### src/rtl/core/bpcs_pkg.sv
package bpcs_pkg;

   // Width of the press tick counter; the press time saturates at its maximum.
   localparam int HOLD_TICK_BITS = 12;

   // Field widths.
   localparam int TICK_MS_W = 8;
   localparam int THR_W     = 16;
   localparam int DEB_W     = 8;
   localparam int BLINK_W   = 5;
   localparam int MS_W      = 20;
   localparam int CNT_W     = 16;
   localparam int SUM_W     = 32;
   localparam int AVG_W     = 16;

   // Product of hold ticks and tick period, at least as wide as a press time.
   localparam int MUL_W = (HOLD_TICK_BITS + TICK_MS_W > MS_W) ?
                          (HOLD_TICK_BITS + TICK_MS_W) : MS_W;

   localparam logic [HOLD_TICK_BITS-1:0] HOLD_MAX = '1;
   localparam logic [MS_W-1:0]           MS_MAX   = '1;
   localparam logic [CNT_W-1:0]          CNT_MAX  = '1;
   localparam logic [SUM_W-1:0]          SUM_MAX  = '1;
   localparam logic [AVG_W-1:0]          AVG_MAX  = '1;

   // Stream widths.
   localparam int REQ_W = 8;
   localparam int RSP_W = 128;

   // Configuration port.
   localparam int CSR_IDX_W  = 3;
   localparam int CSR_DATA_W = 16;

   localparam logic [CSR_IDX_W-1:0] CSR_TICK_MS       = 3'd0;
   localparam logic [CSR_IDX_W-1:0] CSR_LONG_THR_MS   = 3'd1;
   localparam logic [CSR_IDX_W-1:0] CSR_MAX_VALID_MS  = 3'd2;
   localparam logic [CSR_IDX_W-1:0] CSR_DEB_RELOAD    = 3'd3;
   localparam logic [CSR_IDX_W-1:0] CSR_SHORT_BLINKS  = 3'd4;
   localparam logic [CSR_IDX_W-1:0] CSR_LONG_BLINKS   = 3'd5;

   localparam logic [TICK_MS_W-1:0] RST_TICK_MS      = 8'd16;
   localparam logic [THR_W-1:0]     RST_LONG_THR_MS  = 16'd500;
   localparam logic [THR_W-1:0]     RST_MAX_VALID_MS = 16'd10000;
   localparam logic [DEB_W-1:0]     RST_DEB_RELOAD   = 8'd2;
   localparam logic [BLINK_W-1:0]   RST_SHORT_BLINKS = 5'd5;
   localparam logic [BLINK_W-1:0]   RST_LONG_BLINKS  = 5'd10;

   // Divider: two quotient bits per step, sixteen quotient bits.
   localparam int DIV_STEPS = AVG_W / 2;
   localparam int DIV_CNT_W = $clog2(DIV_STEPS);

   typedef enum logic [1:0] {
      AVG_SHORT,
      AVG_LONG,
      AVG_ALL
   } avg_sel_type;

   localparam int AVG_NUM = 3;

   typedef enum logic [2:0] {
      ST_IDLE,
      ST_TICK,
      ST_DIV_LOAD,
      ST_DIV_RUN,
      ST_FINISH
   } state_type;

   typedef struct packed {
      logic        load_item;
      logic        tick;
      logic        div_load;
      logic        div_step;
      logic        out_load;
      avg_sel_type div_sel;
   } dp_cmd_type;

   typedef struct packed {
      logic report;
      logic div_last;
   } dp_sts_type;

endpackage

### src/rtl/core/bpcs_ctrl.sv
module bpcs_ctrl
   import bpcs_pkg::*;
(
   input  logic       clock,
   input  logic       reset,
   input  logic       req_tvalid,
   output logic       req_tready,
   output logic       rsp_tvalid,
   input  logic       rsp_tready,
   output dp_cmd_type cmd,
   input  dp_sts_type sts
);

   state_type   state_ff, state_in;
   avg_sel_type sel_ff, sel_in;
   logic        rsp_valid_ff, rsp_valid_in;

   always_ff @(posedge clock) begin
      if (reset) begin
         state_ff     <= ST_IDLE;
         sel_ff       <= AVG_SHORT;
         rsp_valid_ff <= 1'b0;
      end else begin
         state_ff     <= state_in;
         sel_ff       <= sel_in;
         rsp_valid_ff <= rsp_valid_in;
      end
   end

   always_comb begin
      state_in      = state_ff;
      sel_in        = sel_ff;
      rsp_valid_in  = rsp_valid_ff && !rsp_tready;
      req_tready    = 1'b0;
      cmd.load_item = 1'b0;
      cmd.tick      = 1'b0;
      cmd.div_load  = 1'b0;
      cmd.div_step  = 1'b0;
      cmd.out_load  = 1'b0;
      cmd.div_sel   = sel_ff;

      unique case (state_ff)
         ST_IDLE: begin
            req_tready = 1'b1;
            if (req_tvalid) begin
               cmd.load_item = 1'b1;
               state_in      = ST_TICK;
            end
         end
         ST_TICK: begin
            cmd.tick = 1'b1;
            sel_in   = AVG_SHORT;
            state_in = sts.report ? ST_DIV_LOAD : ST_FINISH;
         end
         ST_DIV_LOAD: begin
            cmd.div_load = 1'b1;
            state_in     = ST_DIV_RUN;
         end
         ST_DIV_RUN: begin
            cmd.div_step = 1'b1;
            if (sts.div_last) begin
               unique case (sel_ff)
                  AVG_SHORT: begin
                     sel_in   = AVG_LONG;
                     state_in = ST_DIV_LOAD;
                  end
                  AVG_LONG: begin
                     sel_in   = AVG_ALL;
                     state_in = ST_DIV_LOAD;
                  end
                  default: begin
                     state_in = ST_FINISH;
                  end
               endcase
            end
         end
         ST_FINISH: begin
            // The output register takes the result once its previous one is gone.
            if (!rsp_valid_ff || rsp_tready) begin
               cmd.out_load = 1'b1;
               rsp_valid_in = 1'b1;
               state_in     = ST_IDLE;
            end
         end
         default: begin
            state_in = ST_IDLE;
         end
      endcase
   end

   assign rsp_tvalid = rsp_valid_ff;

endmodule

### src/rtl/core/bpcs_dp.sv
module bpcs_dp
   import bpcs_pkg::*;
(
   input  logic                  clock,
   input  logic                  reset,
   input  logic [REQ_W-1:0]      req_tdata,
   input  logic                  csr_valid,
   input  logic [CSR_IDX_W-1:0]  csr_index,
   input  logic [CSR_DATA_W-1:0] csr_data,
   input  dp_cmd_type            cmd,
   output dp_sts_type            sts,
   output logic [RSP_W-1:0]      rsp_tdata
);

   // Configuration registers.
   logic [TICK_MS_W-1:0] tick_ms_ff, tick_ms_in;
   logic [THR_W-1:0]     long_thr_ff, long_thr_in;
   logic [THR_W-1:0]     max_valid_ff, max_valid_in;
   logic [DEB_W-1:0]     deb_reload_ff, deb_reload_in;
   logic [BLINK_W-1:0]   short_blinks_ff, short_blinks_in;
   logic [BLINK_W-1:0]   long_blinks_ff, long_blinks_in;

   // Button and statistics state.
   logic                      last_level_ff, last_level_in;
   logic [DEB_W-1:0]          deb_left_ff, deb_left_in;
   logic                      held_ff, held_in;
   logic [HOLD_TICK_BITS-1:0] held_ticks_ff, held_ticks_in;
   logic                      pending_ff, pending_in;
   logic [MS_W-1:0]           pending_ms_ff, pending_ms_in;
   logic                      green_ff, green_in;
   logic                      red_ff, red_in;
   logic                      yellow_ff, yellow_in;
   logic [BLINK_W-1:0]        blinks_done_ff, blinks_done_in;
   logic [BLINK_W-1:0]        blinks_wanted_ff, blinks_wanted_in;
   logic [CNT_W-1:0]          cnt_total_ff, cnt_total_in;
   logic [CNT_W-1:0]          cnt_short_ff, cnt_short_in;
   logic [CNT_W-1:0]          cnt_long_ff, cnt_long_in;
   logic [SUM_W-1:0]          sum_short_ff, sum_short_in;
   logic [SUM_W-1:0]          sum_long_ff, sum_long_in;

   // Captured item, release and report snapshot.
   logic             level_ff, level_in;
   logic             blink_ff, blink_in;
   logic             report_ff, report_in;
   logic             rel_ff, rel_in;
   logic [MS_W-1:0]  rel_ms_ff, rel_ms_in;
   logic [CNT_W-1:0] snap_total_ff, snap_total_in;
   logic [CNT_W-1:0] snap_short_ff, snap_short_in;
   logic [CNT_W-1:0] snap_long_ff, snap_long_in;
   logic [SUM_W-1:0] snap_sum_s_ff, snap_sum_s_in;
   logic [SUM_W-1:0] snap_sum_l_ff, snap_sum_l_in;

   // Shared divider.
   logic [AVG_W-1:0]     rem_ff, rem_in;
   logic [AVG_W-1:0]     quo_ff, quo_in;
   logic [CNT_W-1:0]     dvs_ff, dvs_in;
   logic [DIV_CNT_W-1:0] step_ff, step_in;
   logic                 special_ff, special_in;
   logic [AVG_W-1:0]     avg_ff [AVG_NUM];
   logic [AVG_W-1:0]     avg_in [AVG_NUM];
   logic [RSP_W-1:0]     rsp_tdata_ff, rsp_tdata_in;

   logic [MUL_W-1:0]   prod;
   logic [MS_W-1:0]    ms_sat;
   logic [SUM_W:0]     add_short, add_long;
   logic [SUM_W:0]     load_dvd;
   logic [CNT_W-1:0]   load_dvs;
   logic               load_special;
   logic [CNT_W:0]     t1, t2;
   logic [AVG_W-1:0]   r1, r2;
   logic               b1, b2;

   // Press time in milliseconds, saturated.
   assign prod   = MUL_W'(held_ticks_ff) * MUL_W'(tick_ms_ff);
   assign ms_sat = (prod > MUL_W'(MS_MAX)) ? MS_MAX : prod[MS_W-1:0];

   assign add_short = {1'b0, sum_short_ff} + (SUM_W + 1)'(pending_ms_in);
   assign add_long  = {1'b0, sum_long_ff} + (SUM_W + 1)'(pending_ms_in);

   // Operand selection for one average.
   always_comb begin
      unique case (cmd.div_sel)
         AVG_SHORT: begin
            load_dvd = {1'b0, snap_sum_s_ff};
            load_dvs = snap_short_ff;
         end
         AVG_LONG: begin
            load_dvd = {1'b0, snap_sum_l_ff};
            load_dvs = snap_long_ff;
         end
         default: begin
            load_dvd = {1'b0, snap_sum_s_ff} + {1'b0, snap_sum_l_ff};
            load_dvs = snap_total_ff;
         end
      endcase
   end

   // A zero count gives zero; a quotient beyond sixteen bits gives the maximum.
   assign load_special = (load_dvs == '0) ||
                         (load_dvd[SUM_W:AVG_W] >= {1'b0, load_dvs});

   // Two restoring steps per cycle.
   assign t1 = {rem_ff, quo_ff[AVG_W-1]};
   assign b1 = (t1 >= {1'b0, dvs_ff});
   assign r1 = b1 ? AVG_W'(t1 - {1'b0, dvs_ff}) : t1[AVG_W-1:0];
   assign t2 = {r1, quo_ff[AVG_W-2]};
   assign b2 = (t2 >= {1'b0, dvs_ff});
   assign r2 = b2 ? AVG_W'(t2 - {1'b0, dvs_ff}) : t2[AVG_W-1:0];

   always_comb begin
      tick_ms_in      = tick_ms_ff;
      long_thr_in     = long_thr_ff;
      max_valid_in    = max_valid_ff;
      deb_reload_in   = deb_reload_ff;
      short_blinks_in = short_blinks_ff;
      long_blinks_in  = long_blinks_ff;
      if (csr_valid) begin
         unique case (csr_index)
            CSR_TICK_MS:      tick_ms_in      = csr_data[TICK_MS_W-1:0];
            CSR_LONG_THR_MS:  long_thr_in     = csr_data[THR_W-1:0];
            CSR_MAX_VALID_MS: max_valid_in    = csr_data[THR_W-1:0];
            CSR_DEB_RELOAD:   deb_reload_in   = csr_data[DEB_W-1:0];
            CSR_SHORT_BLINKS: short_blinks_in = csr_data[BLINK_W-1:0];
            CSR_LONG_BLINKS:  long_blinks_in  = csr_data[BLINK_W-1:0];
            default: begin
            end
         endcase
      end
   end

   always_comb begin
      last_level_in    = last_level_ff;
      deb_left_in      = deb_left_ff;
      held_in          = held_ff;
      held_ticks_in    = held_ticks_ff;
      pending_in       = pending_ff;
      pending_ms_in    = pending_ms_ff;
      green_in         = green_ff;
      red_in           = red_ff;
      yellow_in        = yellow_ff;
      blinks_done_in   = blinks_done_ff;
      blinks_wanted_in = blinks_wanted_ff;
      cnt_total_in     = cnt_total_ff;
      cnt_short_in     = cnt_short_ff;
      cnt_long_in      = cnt_long_ff;
      sum_short_in     = sum_short_ff;
      sum_long_in      = sum_long_ff;
      level_in         = level_ff;
      blink_in         = blink_ff;
      report_in        = report_ff;
      rel_in           = rel_ff;
      rel_ms_in        = rel_ms_ff;
      snap_total_in    = snap_total_ff;
      snap_short_in    = snap_short_ff;
      snap_long_in     = snap_long_ff;
      snap_sum_s_in    = snap_sum_s_ff;
      snap_sum_l_in    = snap_sum_l_ff;

      if (cmd.load_item) begin
         level_in  = req_tdata[0];
         blink_in  = req_tdata[1];
         report_in = req_tdata[2];
      end

      if (cmd.tick) begin
         rel_in    = 1'b0;
         rel_ms_in = '0;

         // Debounce: reload on a change, count down while the level holds.
         if (level_ff == last_level_ff) begin
            if (deb_left_ff != '0) begin
               deb_left_in = deb_left_ff - 1'b1;
            end
         end else begin
            last_level_in = level_ff;
            deb_left_in   = deb_reload_ff;
         end

         if (deb_left_in == '0) begin
            if (level_ff) begin
               if (!held_ff) begin
                  held_in       = 1'b1;
                  held_ticks_in = '0;
                  green_in      = 1'b0;
                  red_in        = 1'b0;
               end else if (held_ticks_ff != HOLD_MAX) begin
                  held_ticks_in = held_ticks_ff + 1'b1;
               end
            end else if (held_ff) begin
               held_in       = 1'b0;
               pending_ms_in = ms_sat;
               green_in      = (ms_sat < MS_W'(long_thr_ff));
               red_in        = !(ms_sat < MS_W'(long_thr_ff));
               pending_in    = 1'b1;
               rel_in        = 1'b1;
               rel_ms_in     = ms_sat;
            end
         end

         // Statistics and blinking; a press posted this tick is seen here.
         if (blink_ff) begin
            if (pending_in) begin
               pending_in = 1'b0;
               if ((pending_ms_in != '0) && (pending_ms_in < MS_W'(max_valid_ff))) begin
                  if (cnt_total_ff != CNT_MAX) begin
                     cnt_total_in = cnt_total_ff + 1'b1;
                  end
                  if (pending_ms_in < MS_W'(long_thr_ff)) begin
                     if (cnt_short_ff != CNT_MAX) begin
                        cnt_short_in = cnt_short_ff + 1'b1;
                     end
                     sum_short_in     = add_short[SUM_W] ? SUM_MAX : add_short[SUM_W-1:0];
                     blinks_wanted_in = short_blinks_ff;
                  end else begin
                     if (cnt_long_ff != CNT_MAX) begin
                        cnt_long_in = cnt_long_ff + 1'b1;
                     end
                     sum_long_in      = add_long[SUM_W] ? SUM_MAX : add_long[SUM_W-1:0];
                     blinks_wanted_in = long_blinks_ff;
                  end
                  blinks_done_in = '0;
               end
            end
            if (blinks_done_in < blinks_wanted_in) begin
               if (yellow_ff) begin
                  yellow_in      = 1'b0;
                  blinks_done_in = blinks_done_in + 1'b1;
               end else begin
                  yellow_in = 1'b1;
               end
            end else if (blinks_wanted_in != '0) begin
               yellow_in        = 1'b0;
               blinks_wanted_in = '0;
            end
         end

         // Report: take a snapshot for the divider and clear the statistics.
         if (report_ff) begin
            snap_total_in = cnt_total_in;
            snap_short_in = cnt_short_in;
            snap_long_in  = cnt_long_in;
            snap_sum_s_in = sum_short_in;
            snap_sum_l_in = sum_long_in;
            cnt_total_in  = '0;
            cnt_short_in  = '0;
            cnt_long_in   = '0;
            sum_short_in  = '0;
            sum_long_in   = '0;
         end
      end
   end

   always_comb begin
      rem_in     = rem_ff;
      quo_in     = quo_ff;
      dvs_in     = dvs_ff;
      step_in    = step_ff;
      special_in = special_ff;
      for (int i = 0; i < AVG_NUM; i++) begin
         avg_in[i] = avg_ff[i];
      end

      if (cmd.div_load) begin
         rem_in     = load_dvd[SUM_W-1:AVG_W];
         quo_in     = load_dvd[AVG_W-1:0];
         dvs_in     = load_dvs;
         step_in    = '0;
         special_in = load_special;
         if (load_special) begin
            avg_in[cmd.div_sel] = (load_dvs == '0) ? '0 : AVG_MAX;
         end
      end else if (cmd.div_step) begin
         rem_in  = r2;
         quo_in  = {quo_ff[AVG_W-3:0], b1, b2};
         step_in = step_ff + 1'b1;
         if (sts.div_last && !special_ff) begin
            avg_in[cmd.div_sel] = {quo_ff[AVG_W-3:0], b1, b2};
         end
      end
   end

   assign sts.div_last = (step_ff == DIV_CNT_W'(DIV_STEPS - 1));
   assign sts.report   = report_ff;

   always_comb begin
      rsp_tdata_in = rsp_tdata_ff;
      if (cmd.out_load) begin
         if (report_ff) begin
            rsp_tdata_in = {7'b0, avg_ff[AVG_ALL], avg_ff[AVG_LONG], avg_ff[AVG_SHORT],
                            snap_long_ff, snap_short_ff, snap_total_ff, 1'b1,
                            rel_ms_ff, rel_ff, yellow_ff, red_ff, green_ff};
         end else begin
            rsp_tdata_in = {7'b0, 96'b0, 1'b0,
                            rel_ms_ff, rel_ff, yellow_ff, red_ff, green_ff};
         end
      end
   end

   always_ff @(posedge clock) begin
      if (reset) begin
         tick_ms_ff       <= RST_TICK_MS;
         long_thr_ff      <= RST_LONG_THR_MS;
         max_valid_ff     <= RST_MAX_VALID_MS;
         deb_reload_ff    <= RST_DEB_RELOAD;
         short_blinks_ff  <= RST_SHORT_BLINKS;
         long_blinks_ff   <= RST_LONG_BLINKS;
         last_level_ff    <= 1'b0;
         deb_left_ff      <= '0;
         held_ff          <= 1'b0;
         held_ticks_ff    <= '0;
         pending_ff       <= 1'b0;
         pending_ms_ff    <= '0;
         green_ff         <= 1'b0;
         red_ff           <= 1'b0;
         yellow_ff        <= 1'b0;
         blinks_done_ff   <= '0;
         blinks_wanted_ff <= '0;
         cnt_total_ff     <= '0;
         cnt_short_ff     <= '0;
         cnt_long_ff      <= '0;
         sum_short_ff     <= '0;
         sum_long_ff      <= '0;
      end else begin
         tick_ms_ff       <= tick_ms_in;
         long_thr_ff      <= long_thr_in;
         max_valid_ff     <= max_valid_in;
         deb_reload_ff    <= deb_reload_in;
         short_blinks_ff  <= short_blinks_in;
         long_blinks_ff   <= long_blinks_in;
         last_level_ff    <= last_level_in;
         deb_left_ff      <= deb_left_in;
         held_ff          <= held_in;
         held_ticks_ff    <= held_ticks_in;
         pending_ff       <= pending_in;
         pending_ms_ff    <= pending_ms_in;
         green_ff         <= green_in;
         red_ff           <= red_in;
         yellow_ff        <= yellow_in;
         blinks_done_ff   <= blinks_done_in;
         blinks_wanted_ff <= blinks_wanted_in;
         cnt_total_ff     <= cnt_total_in;
         cnt_short_ff     <= cnt_short_in;
         cnt_long_ff      <= cnt_long_in;
         sum_short_ff     <= sum_short_in;
         sum_long_ff      <= sum_long_in;
      end
   end

   always_ff @(posedge clock) begin
      level_ff      <= level_in;
      blink_ff      <= blink_in;
      report_ff     <= report_in;
      rel_ff        <= rel_in;
      rel_ms_ff     <= rel_ms_in;
      snap_total_ff <= snap_total_in;
      snap_short_ff <= snap_short_in;
      snap_long_ff  <= snap_long_in;
      snap_sum_s_ff <= snap_sum_s_in;
      snap_sum_l_ff <= snap_sum_l_in;
      rem_ff        <= rem_in;
      quo_ff        <= quo_in;
      dvs_ff        <= dvs_in;
      step_ff       <= step_in;
      special_ff    <= special_in;
      for (int i = 0; i < AVG_NUM; i++) begin
         avg_ff[i] <= avg_in[i];
      end
      rsp_tdata_ff  <= rsp_tdata_in;
   end

   assign rsp_tdata = rsp_tdata_ff;

endmodule

### src/rtl/core/button_press_classifier_stats_top.sv
// Button press classifier with statistics. Each request transfer is one base tick
// carrying the raw button level, a blink strobe and a report strobe, and it yields
// exactly one response transfer with the LED states, the release of a press with its
// duration in milliseconds, and, on a report, the counts and averages since the last
// report. The level is debounced by a counter that reloads on every change; a press
// shorter than long_threshold_ms lights green, any other red, and the next blink
// step counts a valid one and starts a burst of yellow blinks. A tick without a
// report takes the request, updates the state and loads the response register,
// each in its own state. A tick with a report also runs the shared divider between
// the state update and the response load; it forms the three averages one after
// another, each by a load step and then steps of two quotient bits. The response
// sits in an output register, so a new request is taken while the previous
// response still waits; the next response is only loaded once that one has left,
// and until then no further request is taken.
// Configuration writes are accepted in every cycle and belong in idle periods only.
module button_press_classifier_stats_top
   import bpcs_pkg::*;
(
   input  logic                  clock,
   input  logic                  reset,
   input  logic                  req_tvalid,
   output logic                  req_tready,
   // Bit 0 button_level, bit 1 blink_step, bit 2 report_now, bits 7:3 zero.
   input  logic [REQ_W-1:0]      req_tdata,
   output logic                  rsp_tvalid,
   input  logic                  rsp_tready,
   // From bit 0 up: green_led, red_led, yellow_led, press_released, press_ms (20),
   // report_valid, total_count (16), short_count (16), long_count (16),
   // avg_short_ms (16), avg_long_ms (16), avg_all_ms (16), then zero fill.
   output logic [RSP_W-1:0]      rsp_tdata,
   input  logic                  csr_valid,
   output logic                  csr_ready,
   input  logic [CSR_IDX_W-1:0]  csr_index,
   input  logic [CSR_DATA_W-1:0] csr_data
);

   dp_cmd_type cmd;
   dp_sts_type sts;

   // Register writes never stall.
   assign csr_ready = 1'b1;

   // The controller sequences each tick, the divider passes and the response.
   bpcs_ctrl u_ctrl (
      .clock      (clock),
      .reset      (reset),
      .req_tvalid (req_tvalid),
      .req_tready (req_tready),
      .rsp_tvalid (rsp_tvalid),
      .rsp_tready (rsp_tready),
      .cmd        (cmd),
      .sts        (sts)
   );

   // The datapath holds the configuration, the button and statistics state,
   // the divider and the response register.
   bpcs_dp u_dp (
      .clock     (clock),
      .reset     (reset),
      .req_tdata (req_tdata),
      .csr_valid (csr_valid),
      .csr_index (csr_index),
      .csr_data  (csr_data),
      .cmd       (cmd),
      .sts       (sts),
      .rsp_tdata (rsp_tdata)
   );

endmodule

### config.mk
export PLATFORM = sky130hd
export DESIGN_NAME = button_press_classifier_stats_top
export DESIGN_NICKNAME = d
export VERILOG_FILES = /design/src/rtl/core/bpcs_pkg.sv /design/src/rtl/core/bpcs_ctrl.sv /design/src/rtl/core/bpcs_dp.sv /design/src/rtl/core/button_press_classifier_stats_top.sv
export SDC_FILE = /design/constraint.sdc
export NUM_CORES = 2
export LEC_CHECK = 0
export BUFFER_PORTS_ARGS = -buffer_cell sky130_fd_sc_hd__buf_2
export CORE_UTILIZATION = 46
export CTS_CLUSTER_DIAMETER = 50
export DETAILED_ROUTE_END_ITERATION = 10
export PLACE_DENSITY_LB_ADDON = 0.1
export SLEW_MARGIN = 30
export SYNTH_ARGS = -nofsm -noshare
export SYNTH_HDL_FRONTEND = slang
export SYNTH_HIERARCHICAL = 1
export SYNTH_SLANG_ARGS = --single-unit
### constraint.sdc
create_clock -name clock -period 9.6 [get_ports clock]
set_input_delay 1.92 -clock clock [delete_from_list [all_inputs] [get_ports clock]]
set_output_delay 1.92 -clock clock [all_outputs]
set_load 0.01 [all_outputs]
Yosys cells after proc, flatten, opt, wreduce, memory -nomap -nowiden
Memories as Yosys holds them, arrays and structs flattened. A register that Yosys moved wholly into a read port is not among the register bits.
Cells that the tools add are included.

word-level totals
  memories = 1
  bits in writable memories = 48
  flip-flop bits (word level) = 548
  output and inout port bits = 131
  word-level logic and storage cells = 240

cells by class
  $add $sub $neg = 12
  reductions and logical operators = 43
  eq/ne operators = 22
  bitwise operators = 4
  mux-type cells = 105
  $mul = 1
  order comparisons = 10

memory list
  name         depth  bits a word  rd ports  clocked after Yosys merged registers in  write ports  line           RTL
  u_dp.avg_ff  3      16           6         3                                        3            bpcs_dp.sv:59  logic [AVG_W-1:0] avg_ff [AVG_NUM];

operators by type and width
  kind                                            count
  2-to-1 mux 16 bit                               25
  2-to-1 mux 32 bit                               12
  2-to-1 mux 48 bit                               4
  2-to-1 mux 20 bit                               6
  bitwise mux 48 bit                              2
  adder 32 x 20 -> 33 bit                         2
  one-hot mux 33 bit (2 select lines)             1
  2-to-1 mux 5 bit                                13
  < comparator 20 x 16 -> 1 bit                   3
  >= comparator 17 x 16 -> 1 bit                  3
  adder 16 x 1 -> 16 bit (second input constant)  3
  inequality test 16 bit (second input constant)  3
  adder 32 x 32 -> 33 bit                         1
  demux 16 bit (select 2 bit)                     1
  one-hot mux 16 bit (2 select lines)             1
  subtractor 16 bit                               2
  2-to-1 mux 1 bit                                25
  2-to-1 mux 25 bit                               1
  2-to-1 mux 12 bit                               2
  2-to-1 mux 8 bit                                3
  > comparator 20 bit (second input constant)     1
  multiplier 12 x 8 -> 20 bit                     1
  AND reduction 2 bit                             10
  nonzero test 20 bit                             1
  other kinds (36)                                71

Depth between registers and ports, before layout
  word-level depth = 16
  depth in mapped cells = 36
  mapped depth without buffers = 33

By module
The synthesis kept the hierarchy.

modules (own cells, without submodules)
  module                             seq. area each (um^2)  cells an instance  area an instance (um^2)  times used
  bpcs_dp                            15,214.6               3,556              34,693.3                 1
  bpcs_ctrl                          120.1                  39                 305.3                    1
  button_press_classifier_stats_top  0.0                    2                  11.3                     1

Worst setup path after synthesis
OpenSTA, ideal clock, no wires.

  kind = register to register
  start point = reg u_dp.held_ticks_ff[2]
  end point = reg u_dp.blinks_done_ff[4]
  path slack = 1.267 ns
  cell stages (with the launch flop) = 31
  arrival = 8.262 ns
  setup time = 0.071 ns
  data required time = 9.529 ns
  path through = dfxtp_1 clkbuf_1 and2_1 fa_1 fa_1 fa_1 inv_1 fa_1 inv_1 ha_1 or4_1 o21a_1 a31o_2 a21oi_1 xnor2_1 and2_1 a21o_1 ha_1 a21o_1 a21o_1 a211o_1 a2111oi_4 mux2_2 mux2i_1 ha_1 a21o_1 a21o_1 a221oi_4 nand3_4 or4_1 a21oi_1

on the way
  cells in the longest elaborated chain, start to end = 16
  elaborated cells between the ends (all ways) = 24
  classes of those cells = 1 x add/sub; 1 x mul; 4 x order compare; 16 x mux; 2 x reduce/logical

RTL lines
  item                                                                  line            RTL
  start: declaration                                                    bpcs_dp.sv:27   logic [HOLD_TICK_BITS-1:0] held_ticks_ff, held_ticks_in;
  start signal: assignment                                              bpcs_dp.sv:333  held_ticks_ff <= held_ticks_in;
  multiplier 12 x 8 -> 20 bit (*)                                       bpcs_dp.sv:74   assign prod = MUL_W'(held_ticks_ff) * MUL_W'(tick_ms_ff);
  > comparator 20 bit                                                   bpcs_dp.sv:75   assign ms_sat = (prod > MUL_W'(MS_MAX)) ? MS_MAX : prod[MS_W-1:0];
  2-to-1 mux 20 bit (*)                                                 bpcs_dp.sv:75
  via u_dp.ms_sat[13]                                                   bpcs_dp.sv:64   logic [MS_W-1:0] ms_sat;
  2-to-1 mux 20 bit (*)                                                 bpcs_dp.sv:189  end else if (held_ff) begin
  2-to-1 mux 20 bit (*)                                                 bpcs_dp.sv:180  if (level_ff) begin
  2-to-1 mux 20 bit (*)                                                 bpcs_dp.sv:179  if (deb_left_in == '0) begin
  2-to-1 mux 20 bit (*)                                                 bpcs_dp.sv:165  if (cmd.tick) begin
  < comparator 20 x 16 -> 1 bit or nonzero test 20 bit (tied branches)  bpcs_dp.sv:204  if ((pending_ms_in != '0) && (pending_ms_in < MS_W'(max_valid_ff))) begin
  logical AND 1 bit                                                     bpcs_dp.sv:204
  2-to-1 mux 5 bit                                                      bpcs_dp.sv:204
  2-to-1 mux 5 bit                                                      bpcs_dp.sv:202  if (pending_in) begin
  2-to-1 mux 5 bit                                                      bpcs_dp.sv:201  if (blink_ff) begin
  2-to-1 mux 5 bit                                                      bpcs_dp.sv:165
  adder 5 x 1 -> 5 bit                                                  bpcs_dp.sv:227  blinks_done_in = blinks_done_in + 1'b1;
  2-to-1 mux 5 bit                                                      bpcs_dp.sv:225  if (yellow_ff) begin
  2-to-1 mux 5 bit (*)                                                  bpcs_dp.sv:224  if (blinks_done_in < blinks_wanted_in) begin
  end signal: assignment                                                bpcs_dp.sv:339  blinks_done_ff <= blinks_done_in;
  end: declaration                                                      bpcs_dp.sv:33   logic [BLINK_W-1:0] blinks_done_ff, blinks_done_in;

The timed path passes the listed nets; every way through them passes the cells marked *. The select of a mux whose other input is x is not followed.
A chain may end at the register's enable or synchronous reset.

Final worst setup path
  start point = reg u_dp.held_ticks_ff[2]
  end point = reg u_dp.blinks_done_ff[4]

on the way
  cells in the longest elaborated chain, start to end = 16
  elaborated cells between the ends (all ways) = 24
  classes of those cells = 1 x add/sub; 1 x mul; 4 x order compare; 16 x mux; 2 x reduce/logical

RTL lines
  item                                                                  line
  multiplier 12 x 8 -> 20 bit (*)                                       bpcs_dp.sv:74
  > comparator 20 bit                                                   bpcs_dp.sv:75
  2-to-1 mux 20 bit (*)                                                 bpcs_dp.sv:75
  2-to-1 mux 20 bit (*)                                                 bpcs_dp.sv:189
  2-to-1 mux 20 bit (*)                                                 bpcs_dp.sv:180
  2-to-1 mux 20 bit (*)                                                 bpcs_dp.sv:179
  2-to-1 mux 20 bit (*)                                                 bpcs_dp.sv:165
  < comparator 20 x 16 -> 1 bit or nonzero test 20 bit (tied branches)  bpcs_dp.sv:204
  logical AND 1 bit                                                     bpcs_dp.sv:204
  2-to-1 mux 5 bit                                                      bpcs_dp.sv:204
  2-to-1 mux 5 bit                                                      bpcs_dp.sv:202
  2-to-1 mux 5 bit                                                      bpcs_dp.sv:201
  2-to-1 mux 5 bit                                                      bpcs_dp.sv:165
  adder 5 x 1 -> 5 bit                                                  bpcs_dp.sv:227
  2-to-1 mux 5 bit                                                      bpcs_dp.sv:225
  2-to-1 mux 5 bit (*)                                                  bpcs_dp.sv:224

Mark *: on every way between the ends. The rest lies on a longest branch, timed or not. The select of a mux whose other input is x is not followed.

==> impl_metrics.csv <==
group,metric,value,unit
outcome,outcome,"finished clean",
synthesis,synth_edf_count,354,
critical_path,cp-start-kind,"flip-flop",
layout,fin_cells,4721,
clocking,clkSlewWorstSetupHoldPaths,0.06,ns
floorplan,core.rowCount,100,
timing,clock_skew,0.0312,ns
placement,dp.cells,4579,
layout,layout_common_cells,"edfxtp_1 (354), nand2_1 (353), a21oi_1 (275)",
timing,fmax,109,MHz
floorplan,dieHeight,278,um
synthesis,synthArstFlopShare,0,
placement,place.gp.congestion,0.908,
routing,firstDrtPassIters,6,
power,vdd_ir_drop_max,0.130,mV
grt,grt_max_degree,94,
timing,setup_tns,0,ns
critical_path,max_stage_delay,0.60,ns
critical_path,cp_common_cell,"fa_1",
critical_path,cp.required,10.16,ns
timing,slew_headroom,0.294,
layout,fin_nets,4003,
floorplan,die_area,77200,um2
timing,min_period,9.15,ns
grt,grt-ovfl-total,0,
synthesis,ys.flop_type,"edfxtp_1",
power,power_density,161,nW/um2
timing,hold_violations,0,
critical_path,end_kind,"flip-flop",
routing,vias,26954,
synthesis,synth_seq_area_share,0.438,
routing,wl,94300,um
placement,preCtsSetupSlack,0.351,ns
clocking,cts-root-buf,"clkbuf_16",
timing,setup_viol,0,
clocking,holdBufCountCts,0,
critical_path,cp_data_arrival_time,9.71,ns
synthesis,ys_ff_latch,589,
critical_path,r2r_slack,0.45,ns
layout,final_common_cell,"edfxtp_1",
layout,syn_to_final_growth,12.2,%
synthesis,syn_area_per_cell,9.73,um2
timing,maxSlewViolCount,0,
critical_path,crit_fanout,12,
critical_path,critPathSlowestCell,"dfxtp_1",
routing,post_drt_wl_per_cell,20.0,um
timing,rsz0062_at_grt,"no",
timing,worst_pin_slew,1.05,ns
grt,grt_pass1_vias,26575,
clocking,clk_path_buf_depth,3,
routing,drtIter0Drc,1779,
floorplan,pin_count,163,
grt,grt_pass1_wl,148000,um
routing,routed_via_density,5.71,
clocking,cts_resized,0,
synthesis,synth_area,35000,um2
hold_path,min_path_type,"reg2reg",
clocking,clkLatencyLatePin,0.64,ns
routing,ant_nets,0,
placement,hpwl,70200,um
timing,min_period_over_period,0.953,
timing,fin_ws,0.448,ns
clocking,postCtsSetupBuffers,0,
synthesis,postSynthCellCount,3597,
grt,antenna_found_initial,0,
grt,grt_usage,0.242,
run,maxCapViolations,0,
clocking,htreeDepth,3,
floorplan,start_util,0.468,
clocking,cts_buffers,76,
synthesis,synth_cell_type_count,101,
placement,port-buffer-count,149,
floorplan,die_w,278,um
floorplan,design.core.area,74800,um2
synthesis,synth_warnings,6,
routing,drcViolationCount,0,
layout,drive_gt1_frac,0.111,
clocking,clock-sinks,589,
power,leakage,16.0,nW
critical_path,crit_type,"reg2reg",
clocking,cts_tree,"yes",
where the power goes:
group / internal, W / switching [W] / leakage (nW) / total, W
logic: 0.000240 / 0.000390 / 9.50 / 0.000630
registers: 0.00275 / 0.0000388 / 5.20 / 0.00278
clock network: 0.00175 / 0.00118 / 1.28 / 0.00293
registers in the layout, indices dropped and copies added, names as in the netlist, 20 cells and up:
register,flops
u_dp/snap_sum_l_ff,32
u_dp/sum_short_ff,32
u_dp/rel_ms_ff,20
u_dp/avg_ff,48
u_dp/snap_sum_s_ff,32
u_dp/rsp_tdata,121
u_dp/pending_ms_ff,20
u_dp/sum_long_ff,32
final timing paths:
check | start | endpoint | depth (start not counted)
worst max-delay path | u_dp/held_ticks_ff[2] | u_dp/blinks_done_ff[4] | 30
worst min-delay path | u_dp/rel_ms_ff[16] | u_dp/rsp_tdata[20] | 0
worst max register to register | u_dp/held_ticks_ff[2] | u_dp/blinks_done_ff[4] | 30
worst min register to register | u_dp/rel_ms_ff[16] | u_dp/rsp_tdata[20] | 0
metal layers:
| metal | track usage | up-vias | share of wire |
|---|---|---|---|
| li1 | - | 13079 | - |
| met2 | 0.419 | 634 | 0.49 |
| met3 | 0.0243 | 153 | 0.036 |
| met5 | 0 | - | 0 |
| met1 | 0.313 | 13088 | 0.44 |
| met4 | 0.0901 | 0 | 0.033 |
worst max-delay path: cells and delay by family (launching register included):
kind / cells / cell delay [ns]
AOI/OAI and AO/OA: 12 / 3.13
adders and majority gates: 7 / 3.06
and+or+nand+nor: 4 / 0.92
muxes: 2 / 0.63
DFF: 1 / 0.60
xor gates and xnor gates: 1 / 0.39
buffers and inverters: 4 / 0.37
synth_stat cells (8+ instances only):
cell type | instances | share of area
and3_1 | 34 | 0.0061
o211ai_1 | 16 | 0.0034
clkbuf_1 | 148 | 0.016
o21bai_1 | 17 | 0.0036
a311oi_1 | 8 | 0.0020
o2111ai_1 | 8 | 0.0020
o31ai_1 | 22 | 0.0047
or3_1 | 20 | 0.0036
a21boi_0 | 11 | 0.0024
and2_1 | 212 | 0.038
o21ai_0 | 115 | 0.016
fa_1 | 65 | 0.037
ha_1 | 218 | 0.078
a31oi_1 | 44 | 0.0079
a211oi_1 | 27 | 0.0058
buf_4 | 12 | 0.0026
o22a_1 | 21 | 0.0053
buf_1 | 14 | 0.0015
nand2b_1 | 27 | 0.0048
inv_1 | 199 | 0.021
nand4_1 | 47 | 0.0084
nor4_1 | 24 | 0.0043
mux2_2 | 34 | 0.011
a22o_1 | 51 | 0.013
dfxtp_1 | 235 | 0.13
nor2_1 | 271 | 0.029
a21o_1 | 70 | 0.015
nor3_1 | 93 | 0.013
edfxtp_1 | 354 | 0.30
nor2b_1 | 33 | 0.0059
xor2_1 | 57 | 0.014
a21oi_1 | 275 | 0.039
or4_1 | 9 | 0.0019
o21a_1 | 33 | 0.0071
mux2i_1 | 82 | 0.023
nand3_1 | 79 | 0.011
xnor2_1 | 93 | 0.023
nand2_1 | 353 | 0.038
and4_1 | 9 | 0.0023
a41oi_1 | 11 | 0.0028
buf_2 | 8 | 0.0011
or2_2 | 20 | 0.0036
cell type report:
| cell class | count | area [um2] |
|---|---|---|
| Fill cell | 6824 | 35500 |
| Multi-Input combinational cell | 2627 | 18200 |
| Sequential cell | 589 | 15300 |
| Clock buffer | 93 | 2040 |
| Tap cell | 969 | 1210 |
| Timing Repair Buffer | 193 | 1080 |
| Inverter | 201 | 759 |
| Clock inverter | 48 | 621 |
| Antenna cell | 1 | 2.50 |
per-stage QoR:
step	hold WS [ns]	power, W	utilization	area, um2
after floorplan	0.400	0.00328	-	35000
after CTS	0.422	0.00640	0.525	39300
after global placement	0.405	0.00345	0.489	36600
after detailed placement	0.408	0.00346	0.489	36600
final	0.418	0.00634	0.525	39300
after global routing	0.422	0.00657	0.525	39300
kinds of logic (layout without fill, tap and decap cells):
group | count (synthesis) | after routing | share of synthesized area
simple gates | 1272 | 1272 | 0.182
compound gates | 798 | 798 | 0.149
flops | 589 | 589 | 0.438
buf+inv | 387 | 535 | 0.0439
fa+ha+maj | 283 | 283 | 0.115
xor+xnor | 150 | 150 | 0.0375
mux | 116 | 116 | 0.0344
other cells | 2 | 9 | 0.000215
(Power assumes the default switching activity.)
